[config.mk]
export PLATFORM = sky130hd
export DESIGN_NAME = pfmn_ram
export DESIGN_NICKNAME = d
export VERILOG_FILES = /design/src/rtl/pfmn_ram.sv
export SDC_FILE = /design/constraint.sdc
export NUM_CORES = 2
export LEC_CHECK = 0
export ABC_AREA = 1
export BUFFER_PORTS_ARGS = -buffer_cell sky130_fd_sc_hd__clkbuf_2
export CAP_MARGIN = 30
export CORE_ASPECT_RATIO = 1.25
export CORE_MARGIN = 1.5
export CORE_UTILIZATION = 50
export CTS_CLUSTER_DIAMETER = 200
export DETAILED_ROUTE_END_ITERATION = 10
export PLACE_DENSITY_LB_ADDON = 0.2
export SYNTH_ARGS = -nofsm -noshare
export SYNTH_HDL_FRONTEND = slang
export SYNTH_SLANG_ARGS = --single-unit
[constraint.sdc]
create_clock -name clk -period 6.6 [get_ports clk]
set_clock_uncertainty 0.2 [all_clocks]
set_input_delay 1.98 -clock clk [delete_from_list [all_inputs] [get_ports clk]]
set_output_delay 1.98 -clock clk [all_outputs]
set_load 0.005 [all_outputs]
[src/rtl/pfmn_ram.sv]
// pfmn_ram: generic single-write, single-read ram with registered read data
// depends on nothing
`default_nettype none

module pfmn_ram #(
  parameter int WIDTH = 32,
  parameter int DEPTH = 64,
  localparam int AW   = (DEPTH > 1) ? $clog2(DEPTH) : 1
) (
  input  wire logic             clk,
  input  wire logic             we,
  input  wire logic [AW-1:0]    waddr,
  input  wire logic [WIDTH-1:0] wdata,
  input  wire logic [AW-1:0]    raddr,
  output logic      [WIDTH-1:0] rdata
);

  logic [WIDTH-1:0] mem [DEPTH];

  always_ff @(posedge clk) begin
    if (we) begin
      mem[waddr] <= wdata;
    end
    rdata <= mem[raddr];
  end

endmodule

`default_nettype wire

==> results.cfg <==
[synth]
postSynthAreaPerCell_um2 = 12.22
synth_area_um2 = 82740
ys_seq_area_share_pct = 75.10
synth_common_cells = nand2_1, edfxtp_1, nand3_1
synth_area_leaders = edfxtp_1, nand3_1, nand2_1
ys_ff_latch = 2080
muxShareOfSynthArea_pct = 0
synth_ff_type = edfxtp_1
synth_top_area_cell = edfxtp_1
ys_async_sr_fraction_pct = 0
synth_compound_area_share_pct = 0
syn_inst = 6769
synth_top_family_by_area = simple AND/OR/NAND/NOR gates
yosys.cell_count.top_type = nand2_1
synth_edf_count = 2048
synth_fp_nets = 6815
yosys.area_share.simple_pct = 22.12
synth_xor_area_share_pct = 0
synthDistinctLibCells = 16
synthAdderAreaFrac_pct = 0
netlist.area_leader.share_pct = 74.33
yosysWarnings = 0

[route]
wl_um = 237500
wl_met2_um = 113600
dr.pass1.iters = 6
dr.max_layer_used = met5
via_count = 54510
ant_nets = 0
drc = 0
wl_met3_um = 21890
detail_route.vias_per_cell = 5.979
wl_per_cell_um = 26.05
wl_met1_um = 94180
drt_iter0_markers = 7150

[critical_path]
path_max_fanout = 73
cp-end-kind = flop
worst_r2r_startpoint = mem[63][9]$_DFFE_PP_
worstPathArrival_ns = 4.91
crit_family = simple AND/OR/NAND/NOR gates
path_cells = buf_8, buf_4, nand2_1, nand3_1, nand3_1, nand3_1, nand3_1, nand2_1, nand2_1, nand2_1
cp-start-kind = primary input
path_depth = 10
cpPeakStageDelay_ns = 0.70
r2r-end = rdata[9]$_DFF_P_
worstSetupPathType = in2reg
slowest_stage = buf_4
reg2reg_depth = 8
rrSetupSlack_ns = 4.33
worstPathRequired_ns = 7.15
critPathBufInv = 2

[placed_design]
hpwl_um = 127100
dp_slack_ns = 1.439
dpl-instance-area_um2 = 85970
port_buffers = 77
place.gp.congestion = 0.8545

[outcome]
status = completed

[timing]
finalMaxSlewViolations = 0
hold_violations = 0
slew_headroom_pct = 29.30
finalCritPeriodShare_pct = 65.99
min_period_ns = 4.355
finalWorstSetupSlack_ns = 2.245
tns_ns = 0
timing.hold.ws_ns = 0.5779
fmax_mhz = 229.6
worst_pin_slew_ns = 1.060
rsz0062_at_grt = no
finalSetupViolCount = 0

[grt]
track_usage_pct = 27.96
antenna_found_initial = 10
grt_first_pass_wirelength_um = 346100
grt_start_max_net_pins = 171
grt-ovfl-total = 0
grt_pass1_vias = 51240

[floorplan]
die_h_um = 457.8
ios = 78
dieArea_um2 = 167900
die_w_um = 366.8
rows = 166
core_um2 = 164100
initial_core_util_pct = 50.42

[final_layout]
syn_to_final_growth_pct = 10.92
final_nets = 6827
fin_area_um2 = 91770
fillers = 13310
drive_gt1_share_pct = 8.296

[clock_tree]
post_cts.repair.setup_buffers = 0
worstSkewPairLatency_ns = 0.84
cts_max_path_buffers = 3
cts_max_level = 4
cts_resized = 0
ctsHoldBuffers = 0
cts_buffers = 189
clock-sinks = 2080
cts_tree = done
clk_transition_reported_paths_ns = 0.06
clockRootBuffer = clkbuf_16

[pwr]
p_per_area_nw_per_um2 = 292.8
ir_drop_uv = 280.4
p_leak_uw = 0.03212
total_power_uw = 26870

[worst_hold_path]
min-delay-start = mem[8][13]$_DFFE_PP_
hp-class = reg2reg
worstHoldPathCells = 8
holdPathEnd = rdata[13]$_DFF_P_

[job]
drv_cap = 0
-- sequential cells by signal (all words and copies together), names as in the netlist --
| register | cells |
|---|---|
| rdata | 32 |
| mem | 2048 |
-- worst reg2reg max path, delay by kind of cell (launching register included) --
kind	cells	cell delay, ns
flip-flops	1	0.32
AND/OR/NAND/NOR	8	1.69
-- per-layer routing --
metal,GRT usage [%],vias up
li1,-,24120
met5,0,-
met3,4.819,393
met4,9.714,6
met2,45.03,2668
met1,38.60,27330
-- worst max-delay path by stage --
| stage | start | end | slack, ns |
|---|---|---|---|
| after floorplan | we | mem[48][0]$_DFFE_PP_ | 0.29 |
| after global placement | raddr[0] | rdata[9]$_DFF_P_ | 1.48 |
| after detailed placement | raddr[0] | rdata[9]$_DFF_P_ | 1.44 |
| after CTS | raddr[0] | rdata[9]$_DFF_P_ | 2.32 |
| after global routing | raddr[0] | rdata[9]$_DFF_P_ | 2.18 |
| final | raddr[0] | rdata[9]$_DFF_P_ | 2.24 |
-- report_power, final --
part	switching [uW]	total (uW)	internal, uW
registers	65.0	14700	14600
clock network	4720	10500	5770
logic	1300	1700	400
-- placed cells by master, fill, tap and decap left out, drive strengths merged --
master,instances
nor4,8
diode,2
bufinv,8
inv,18
buf,198
edfxtp,2048
clkinvlp,5
nand2,2248
clkinv,70
nand3,1907
nor2,56
dfxtp,32
nand4,9
clkbuf,324
-- through the flow --
stage / std cells / util (%)
after floorplan: 6769 / -
after global placement: 8765 / 52.30
after detailed placement: 8773 / 52.40
after CTS: 9114 / 55.92
after global routing: 9116 / 55.93
final: 9117 / 55.93
-- layout make-up --
cell class / count / area [um2] / share of cell area, %
timing repair buffer: 270 / 2266 / 2.469
clock inverter: 89 / 625.6 / 0.6817
clock buffer: 252 / 5155 / 5.617
tap: 2184 / 2733 / 2.978
antenna: 2 / 5.005 / 0.005453
inverter: 12 / 81.33 / 0.08862
sequential: 2080 / 62140 / 67.71
multi-input combinational: 4228 / 18770 / 20.45
-- cell families after synthesis --
logic type             Yosys count
buffers and inverters          461
flip-flops                    2080
AND/OR/NAND/NOR               4228
(Power assumes the default switching activity.)
