$ cat config.mk
export PLATFORM = sky130hd
export DESIGN_NAME = pfmn_div
export DESIGN_NICKNAME = d
export VERILOG_FILES = /design/src/rtl/pfmn_pkg.sv /design/src/rtl/pfmn_div.sv
export SDC_FILE = /design/constraint.sdc
export NUM_CORES = 1
export LEC_CHECK = 0
export BUFFER_PORTS_ARGS = -buffer_cell sky130_fd_sc_hd__buf_2
export CAP_MARGIN = 5
export CORE_UTILIZATION = 35
export DETAILED_ROUTE_END_ITERATION = 8
export HOLD_SLACK_MARGIN = 0.08
export SYNTH_ARGS = -nofsm -noshare
export SYNTH_HDL_FRONTEND = slang
export SYNTH_SLANG_ARGS = --single-unit
$ cat constraint.sdc
create_clock -name clk -period 5.9 [get_ports clk]
set_clock_uncertainty 0.05 [all_clocks]
set_input_delay 0 -clock clk [delete_from_list [all_inputs] [get_ports clk]]
set_output_delay 0 -clock clk [all_outputs]
set_load 0.05 [all_outputs]
$ cat src/rtl/pfmn_pkg.sv
// pfmn_pkg: shared widths, codes and types of the per-feature max normalizer
// depends on nothing; used by pfmn_div, the top and both bench files
`default_nettype none

package pfmn_pkg;

  localparam int VALUE_W          = 32;   // Q16.16 sample width
  localparam int FRAC_W           = 16;   // fraction bits of Q16.16
  localparam int COLUMN_W         = 6;    // column field on the result channel
  localparam int CFG_W            = 7;    // feature count register width
  localparam int DIV_NUM_W        = 48;   // dividend: 32-bit magnitude shifted by 16
  localparam int DIV_DEN_W        = 32;   // divisor: column maximum or feature count
  localparam int STEP_W           = 6;    // holds up to DIV_NUM_W divider steps
  localparam int DEF_MAX_VALUES   = 4096;
  localparam int DEF_MAX_FEATURES = 64;

  localparam logic OP_LOAD  = 1'b0;
  localparam logic OP_DRAIN = 1'b1;

  localparam logic [CFG_W-1:0]   CFG_RESET = 7'd1;
  localparam logic [VALUE_W-1:0] SAT_MAX   = 32'h7FFF_FFFF;
  localparam logic [VALUE_W-1:0] SAT_MIN   = 32'h8000_0000;

  typedef struct packed {
    logic              start;
    logic [STEP_W-1:0] steps;
  } div_ctrl_t;

  typedef struct packed {
    logic busy;
    logic done;
  } div_stat_t;

endpackage

`default_nettype wire

$ cat src/rtl/pfmn_div.sv
// pfmn_div: radix-2 restoring divider, one quotient bit per cycle
// depends on pfmn_pkg (widths, divider control and status structs)
`default_nettype none

module pfmn_div #(
  parameter int NUM_W = pfmn_pkg::DIV_NUM_W,
  parameter int DEN_W = pfmn_pkg::DIV_DEN_W
) (
  input  wire logic                 clk,
  input  wire logic                 rst,
  input  wire pfmn_pkg::div_ctrl_t  ctrl,
  input  wire logic [NUM_W-1:0]     num,
  input  wire logic [DEN_W-1:0]     den,
  output pfmn_pkg::div_stat_t       stat,
  output logic      [NUM_W-1:0]     quo,
  output logic      [DEN_W-1:0]     rem
);

  logic [DEN_W-1:0]            d;
  logic [pfmn_pkg::STEP_W-1:0] cnt;
  logic                        busy;
  logic                        done;
  logic [DEN_W:0]              trial;
  logic [DEN_W:0]              diff;

  // shift in the next dividend bit, subtract when it fits
  assign trial = {rem, quo[NUM_W-1]};
  assign diff  = trial - {1'b0, d};

  always_ff @(posedge clk) begin
    if (rst) begin
      busy <= 1'b0;
      done <= 1'b0;
      cnt  <= '0;
    end else begin
      done <= 1'b0;
      if (ctrl.start) begin
        busy <= 1'b1;
        cnt  <= ctrl.steps;
      end else if (busy) begin
        cnt <= cnt - 1'b1;
        if (cnt == pfmn_pkg::STEP_W'(1)) begin
          busy <= 1'b0;
          done <= 1'b1;
        end
      end
    end
  end

  always_ff @(posedge clk) begin
    if (ctrl.start) begin
      quo <= num;
      rem <= '0;
      d   <= den;
    end else if (busy) begin
      if (!diff[DEN_W]) begin
        rem <= diff[DEN_W-1:0];
        quo <= {quo[NUM_W-2:0], 1'b1};
      end else begin
        rem <= trial[DEN_W-1:0];
        quo <= {quo[NUM_W-2:0], 1'b0};
      end
    end
  end

  assign stat.busy = busy;
  assign stat.done = done;

endmodule

`default_nettype wire

==> flow_results.org <==
** Clock network
- Count of hold-fix buffers inserted at cts :: 94
- Clock tree synthesis found a total of 120 sinks.
- Register clock-pin slew on the reported worst setup and hold paths :: 0.06 ns
- Number of cells upsized or downsized after cts :: 0
- Level count of the clock H-tree :: 4
- Clk Tree Root Cell :: clkbuf_16
- The clock reaches the later pin of the worst-skew pair after 0.42 ns.
- TritonCTS built the clock tree.
- Setup fix buffers added after clock tree synthesis :: 0
- Clock tree synthesis inserted a total of 17 buffers.
- Largest buffer count on any clock path :: 2

** Layout
- Post-Layout Inst Area :: 0.00926 mm^2
- The multi-input combinational cells in the finished layout cover a total of 0.00318 mm^2.
- Share of post-route cells with drive strength above 1 :: 28.7%
- Most frequent cells in the layout :: 169 x buf_2, 94 x dlygate4sd3_1, 80 x edfxtp_1, 76 x nand2_1, 58 x nor2_1
- Area of all sequential standard cells :: 0.00320 mm^2
- 0 antenna diodes ended up in the layout.
- Final #Nets :: 1033
- Counting the fill cells in the layout gives 1729.
- The area growth from synthesis to layout is 38.8%.
- Leading cell type in the layout, fill and taps excluded :: buf_2

** Synthesis
- Counting flops and latches in the post-synthesis netlist gives 120.
- After technology mapping, the gate count stands at 658.
- Mux share of post-synthesis cell area :: 7.93%
- Synthesized-area fraction occupied by xor and xnor cells :: 4.20%
- The synthesized netlist devotes 15.2% of its cell area to compound gates.
- Sequential elements use 48.0% of the synthesized area.
- During synthesis, Yosys emitted a total of 0 warnings.
- Synth Net Count :: 782
- After Yosys synthesis, and, or, nand and nor cells account for 13.2% of the synthesized area.
- After synthesis, the largest family of logic cells by area is compound AO/OA/AOI/OAI gates.
- In the synthesized netlist the async set-or-reset flop fraction comes to 0%.
- Post-synth EDFFs :: 80
- Combined area of all synthesized cells :: 0.00667 mm^2
- Predominant post-synthesis flop cell :: edfxtp_1
- Library cells used by synthesis :: 54
- Mean area per synthesized cell :: 10.1 um^2
- Adder and majority gate portion of the synthesized area :: 6.68%

** Timing
- Maximum clock rate :: 238 MHz
- The final hold violation count came to 0.
- RSZ-0062 raised after global routing :: no
- Pin slew with the least headroom to its limit :: 0.889 ns
- Number of failing setup endpoints in the final timing report :: 0
- Subtracting the final worst setup slack from the clock period gives 4.20 ns.
- Final sum of negative setup slack :: 0 ns
- Final count of pins violating max slew :: 0
- Period Utilization, post-route :: 71.2%
- The worst path meets setup with 1.70 ns of slack.
- Measured against its own limit, the worst slew margin works out to 40.7%.

** Power
- Total power :: 2.96 mW
- The clock network accounts for 35.8% of the total power.
- Fraction of power consumed by sequential logic :: 35.3%
- Leak :: 4.14 nW
- Summed over all nets, the switching power comes to 1.03 mW.
- Switching power share of the total :: 34.7%
- For this design the ratio of total power to cell area is 319 mW/mm^2.
- The internal power of the cells totals 1.93 mW.
- IR analysis of the VDD net gives a maximum drop of 0.186 mV.
- Combinational fraction of design power :: 28.9%

** Outcome
- Run status :: finished, final reports clean

** GRT
- The via count of the first global-routing pass came to 5540.
- Global-route wire length before repair :: 28000 um
- The number of antenna violations at the first check in global routing came to 0.
- The total overflow left after global routing is 0.
- Largest net degree at the start of global routing :: 72
- For this run, the total global-route usage over all layers was measured as 18.3%.

** Floorplan
- The core region is 0.0187 mm^2.
- The die covers 0.0196 mm^2.
- Initial core utilization :: 35.7%
- In this run the vertical extent of the chip is 140 um.
- I/O pin count :: 171
- Row cnt :: 50
- The die is 140 um wide.

** Routing
- Met2 routed WL :: 8420 um
- Detailed routing placed a total of 638 um of wire on met3.
- After the first detailed-routing iteration, the DRC count stood at 270.
- The routed layout has 5680 vias.
- After detailed routing, the wire length on met1 is 8030 um.
- Number of routed nets with antenna violations :: 0
- Signal routing reaches up to met4.
- For this run, design rule violations remaining after detail routing come to 0.
- Dividing the detail-routed wire length by the instance count gives 15.1 um.
- Total routed wirelength :: 17500 um
- Dividing the detail-routed via count by the number of cells gives 4.91.
- The first detailed-routing pass ran for 5 iterations.

** Worst setup path
- The worst setup path is captured at a register.
- Arrival time at the worst endpoint :: 4.47 ns
- WS Path Type :: register to register
- Data on the critical path is required at its endpoint by 6.17 ns.
- STA classifies the critical path startpoint as a register.
- Highest fanout seen on the critical path :: 16

** Place
- Detailed placer's ending HPWL :: 11600 um
- Placed standard-cell area :: 0.00773 mm^2
- Worst setup slack after placement :: 1.69 ns
- At the end of routability-driven placement, the weighted congestion stood at 0.842.
- Input/output buffers :: 170

** Hold path
- Hold Crit Class :: input port to register

** Run
- The tool flagged a number of max-cap violations equal to 0.
==> per-stage QoR <==
step	utilization, %	std cells	hold WS, ns
3_3_place_gp	41.3	1030	0.127
2_1_floorplan	-	658	0.0489
3_5_place_dp	41.3	1030	0.128
6_report	49.5	1156	0.230
5_1_grt	49.5	1156	0.218
4_1_cts	49.5	1156	0.210
==> power by group through the flow <==
stage | Clock [mW] | Combinational, mW | Sequential (mW)
6_report | 1.06 | 0.854 | 1.05
5_1_grt | 1.12 | 0.929 | 1.06
4_1_cts | 1.08 | 0.855 | 1.05
3_5_place_dp | 0 | 0.800 | 1.06
3_3_place_gp | 0 | 0.798 | 1.06
2_1_floorplan | 0 | 0.405 | 1.26
==> registers in the layout, summed over array words and instances (netlist names) <==
name / cells
done: 1
busy: 1
d: 32
quo: 48
rem: 32
cnt: 6
==> path summary, 6_finish.rpt <==
check / startpoint / end / slack, ns / depth (start not counted)
setup reg to reg: quo[47] / rem[3] / 1.70 / 14
hold / removal: den[21] / d[21] / 0.23 / 2
hold reg to reg: rem[1] / rem[2] / 0.46 / 2
setup / recovery: quo[47] / rem[3] / 1.70 / 14
==> cell usage after synthesis (all sizes together), types with 2 or more instances <==
library cell | n | area [um^2]
nand2b | 9 | 56.3
nor3 | 10 | 50.1
and2 | 2 | 12.5
a21o | 20 | 150
o21bai | 4 | 30.0
a311oi | 25 | 219
nand3 | 12 | 60.1
a31oi | 4 | 25.0
a21oi | 43 | 219
edfxtp | 80 | 2400
nand4 | 4 | 25.0
nor2 | 58 | 218
o31ai | 3 | 27.5
xnor2 | 17 | 149
nor3b | 3 | 22.5
dfxtp | 40 | 801
buf | 6 | 33.8
xor2 | 15 | 131
nand3b | 2 | 15.0
o31a | 3 | 26.3
nand2 | 76 | 285
a31o | 2 | 17.5
or3 | 5 | 31.3
o21ai | 23 | 126
ha | 34 | 425
nor4 | 2 | 12.5
clkbuf | 31 | 118
mux2 | 47 | 529
o21a | 4 | 30.0
inv | 44 | 165
nor2b | 2 | 12.5
or2 | 2 | 12.5
a211o | 4 | 35.0
a211oi | 3 | 27.5
and4 | 2 | 17.5
and3 | 4 | 25.0
o211ai | 3 | 22.5
==> routing by layer <==
metal / up-vias / GRT usage, %
met5: - / 0
met4: 0 / 7.00
met3: 24 / 3.90
met2: 138 / 30.3
met1: 2635 / 23.3
li1: 2883 / -
==> critical path: stages, from the launching register on <==
cell      delay, ns
edfxtp_1       0.34
inv_1          0.06
ha_1           0.22
fa_1           0.38
nand2b_1       0.20
a21oi_2        0.19
nor4_1         0.09
o31ai_2        0.32
a211oi_2       0.16
o41a_1         0.49
o21ai_4        0.32
xnor2_2        0.31
buf_4          0.31
or3_1          0.39
a311oi_1       0.28
==> kinds of logic (layout without fill, tap and decap cells) <==
| group | after synthesis | after routing |
|---|---|---|
| AO/OA/AOI/OAI | 147 | 147 |
| XOR/XNOR | 32 | 32 |
| adder cells (fa/ha/maj) | 35 | 35 |
| buffers and inverters | 81 | 345 |
| flip-flops | 120 | 120 |
| multiplexers | 47 | 47 |
| AND/OR/NAND/NOR | 196 | 196 |
==> layout make-up <==
| type | count | area share [%] |
|---|---|---|
| clock buffer | 18 | 4.63 |
| multi-input combinational | 457 | 34.3 |
| sequential | 120 | 34.6 |
| tap | 234 | 3.16 |
| inverter | 44 | 1.78 |
| timing repair buffer | 269 | 19.8 |
| clock inverter | 14 | 1.74 |
No activity file was read; power rests on OpenSTA's default activity.
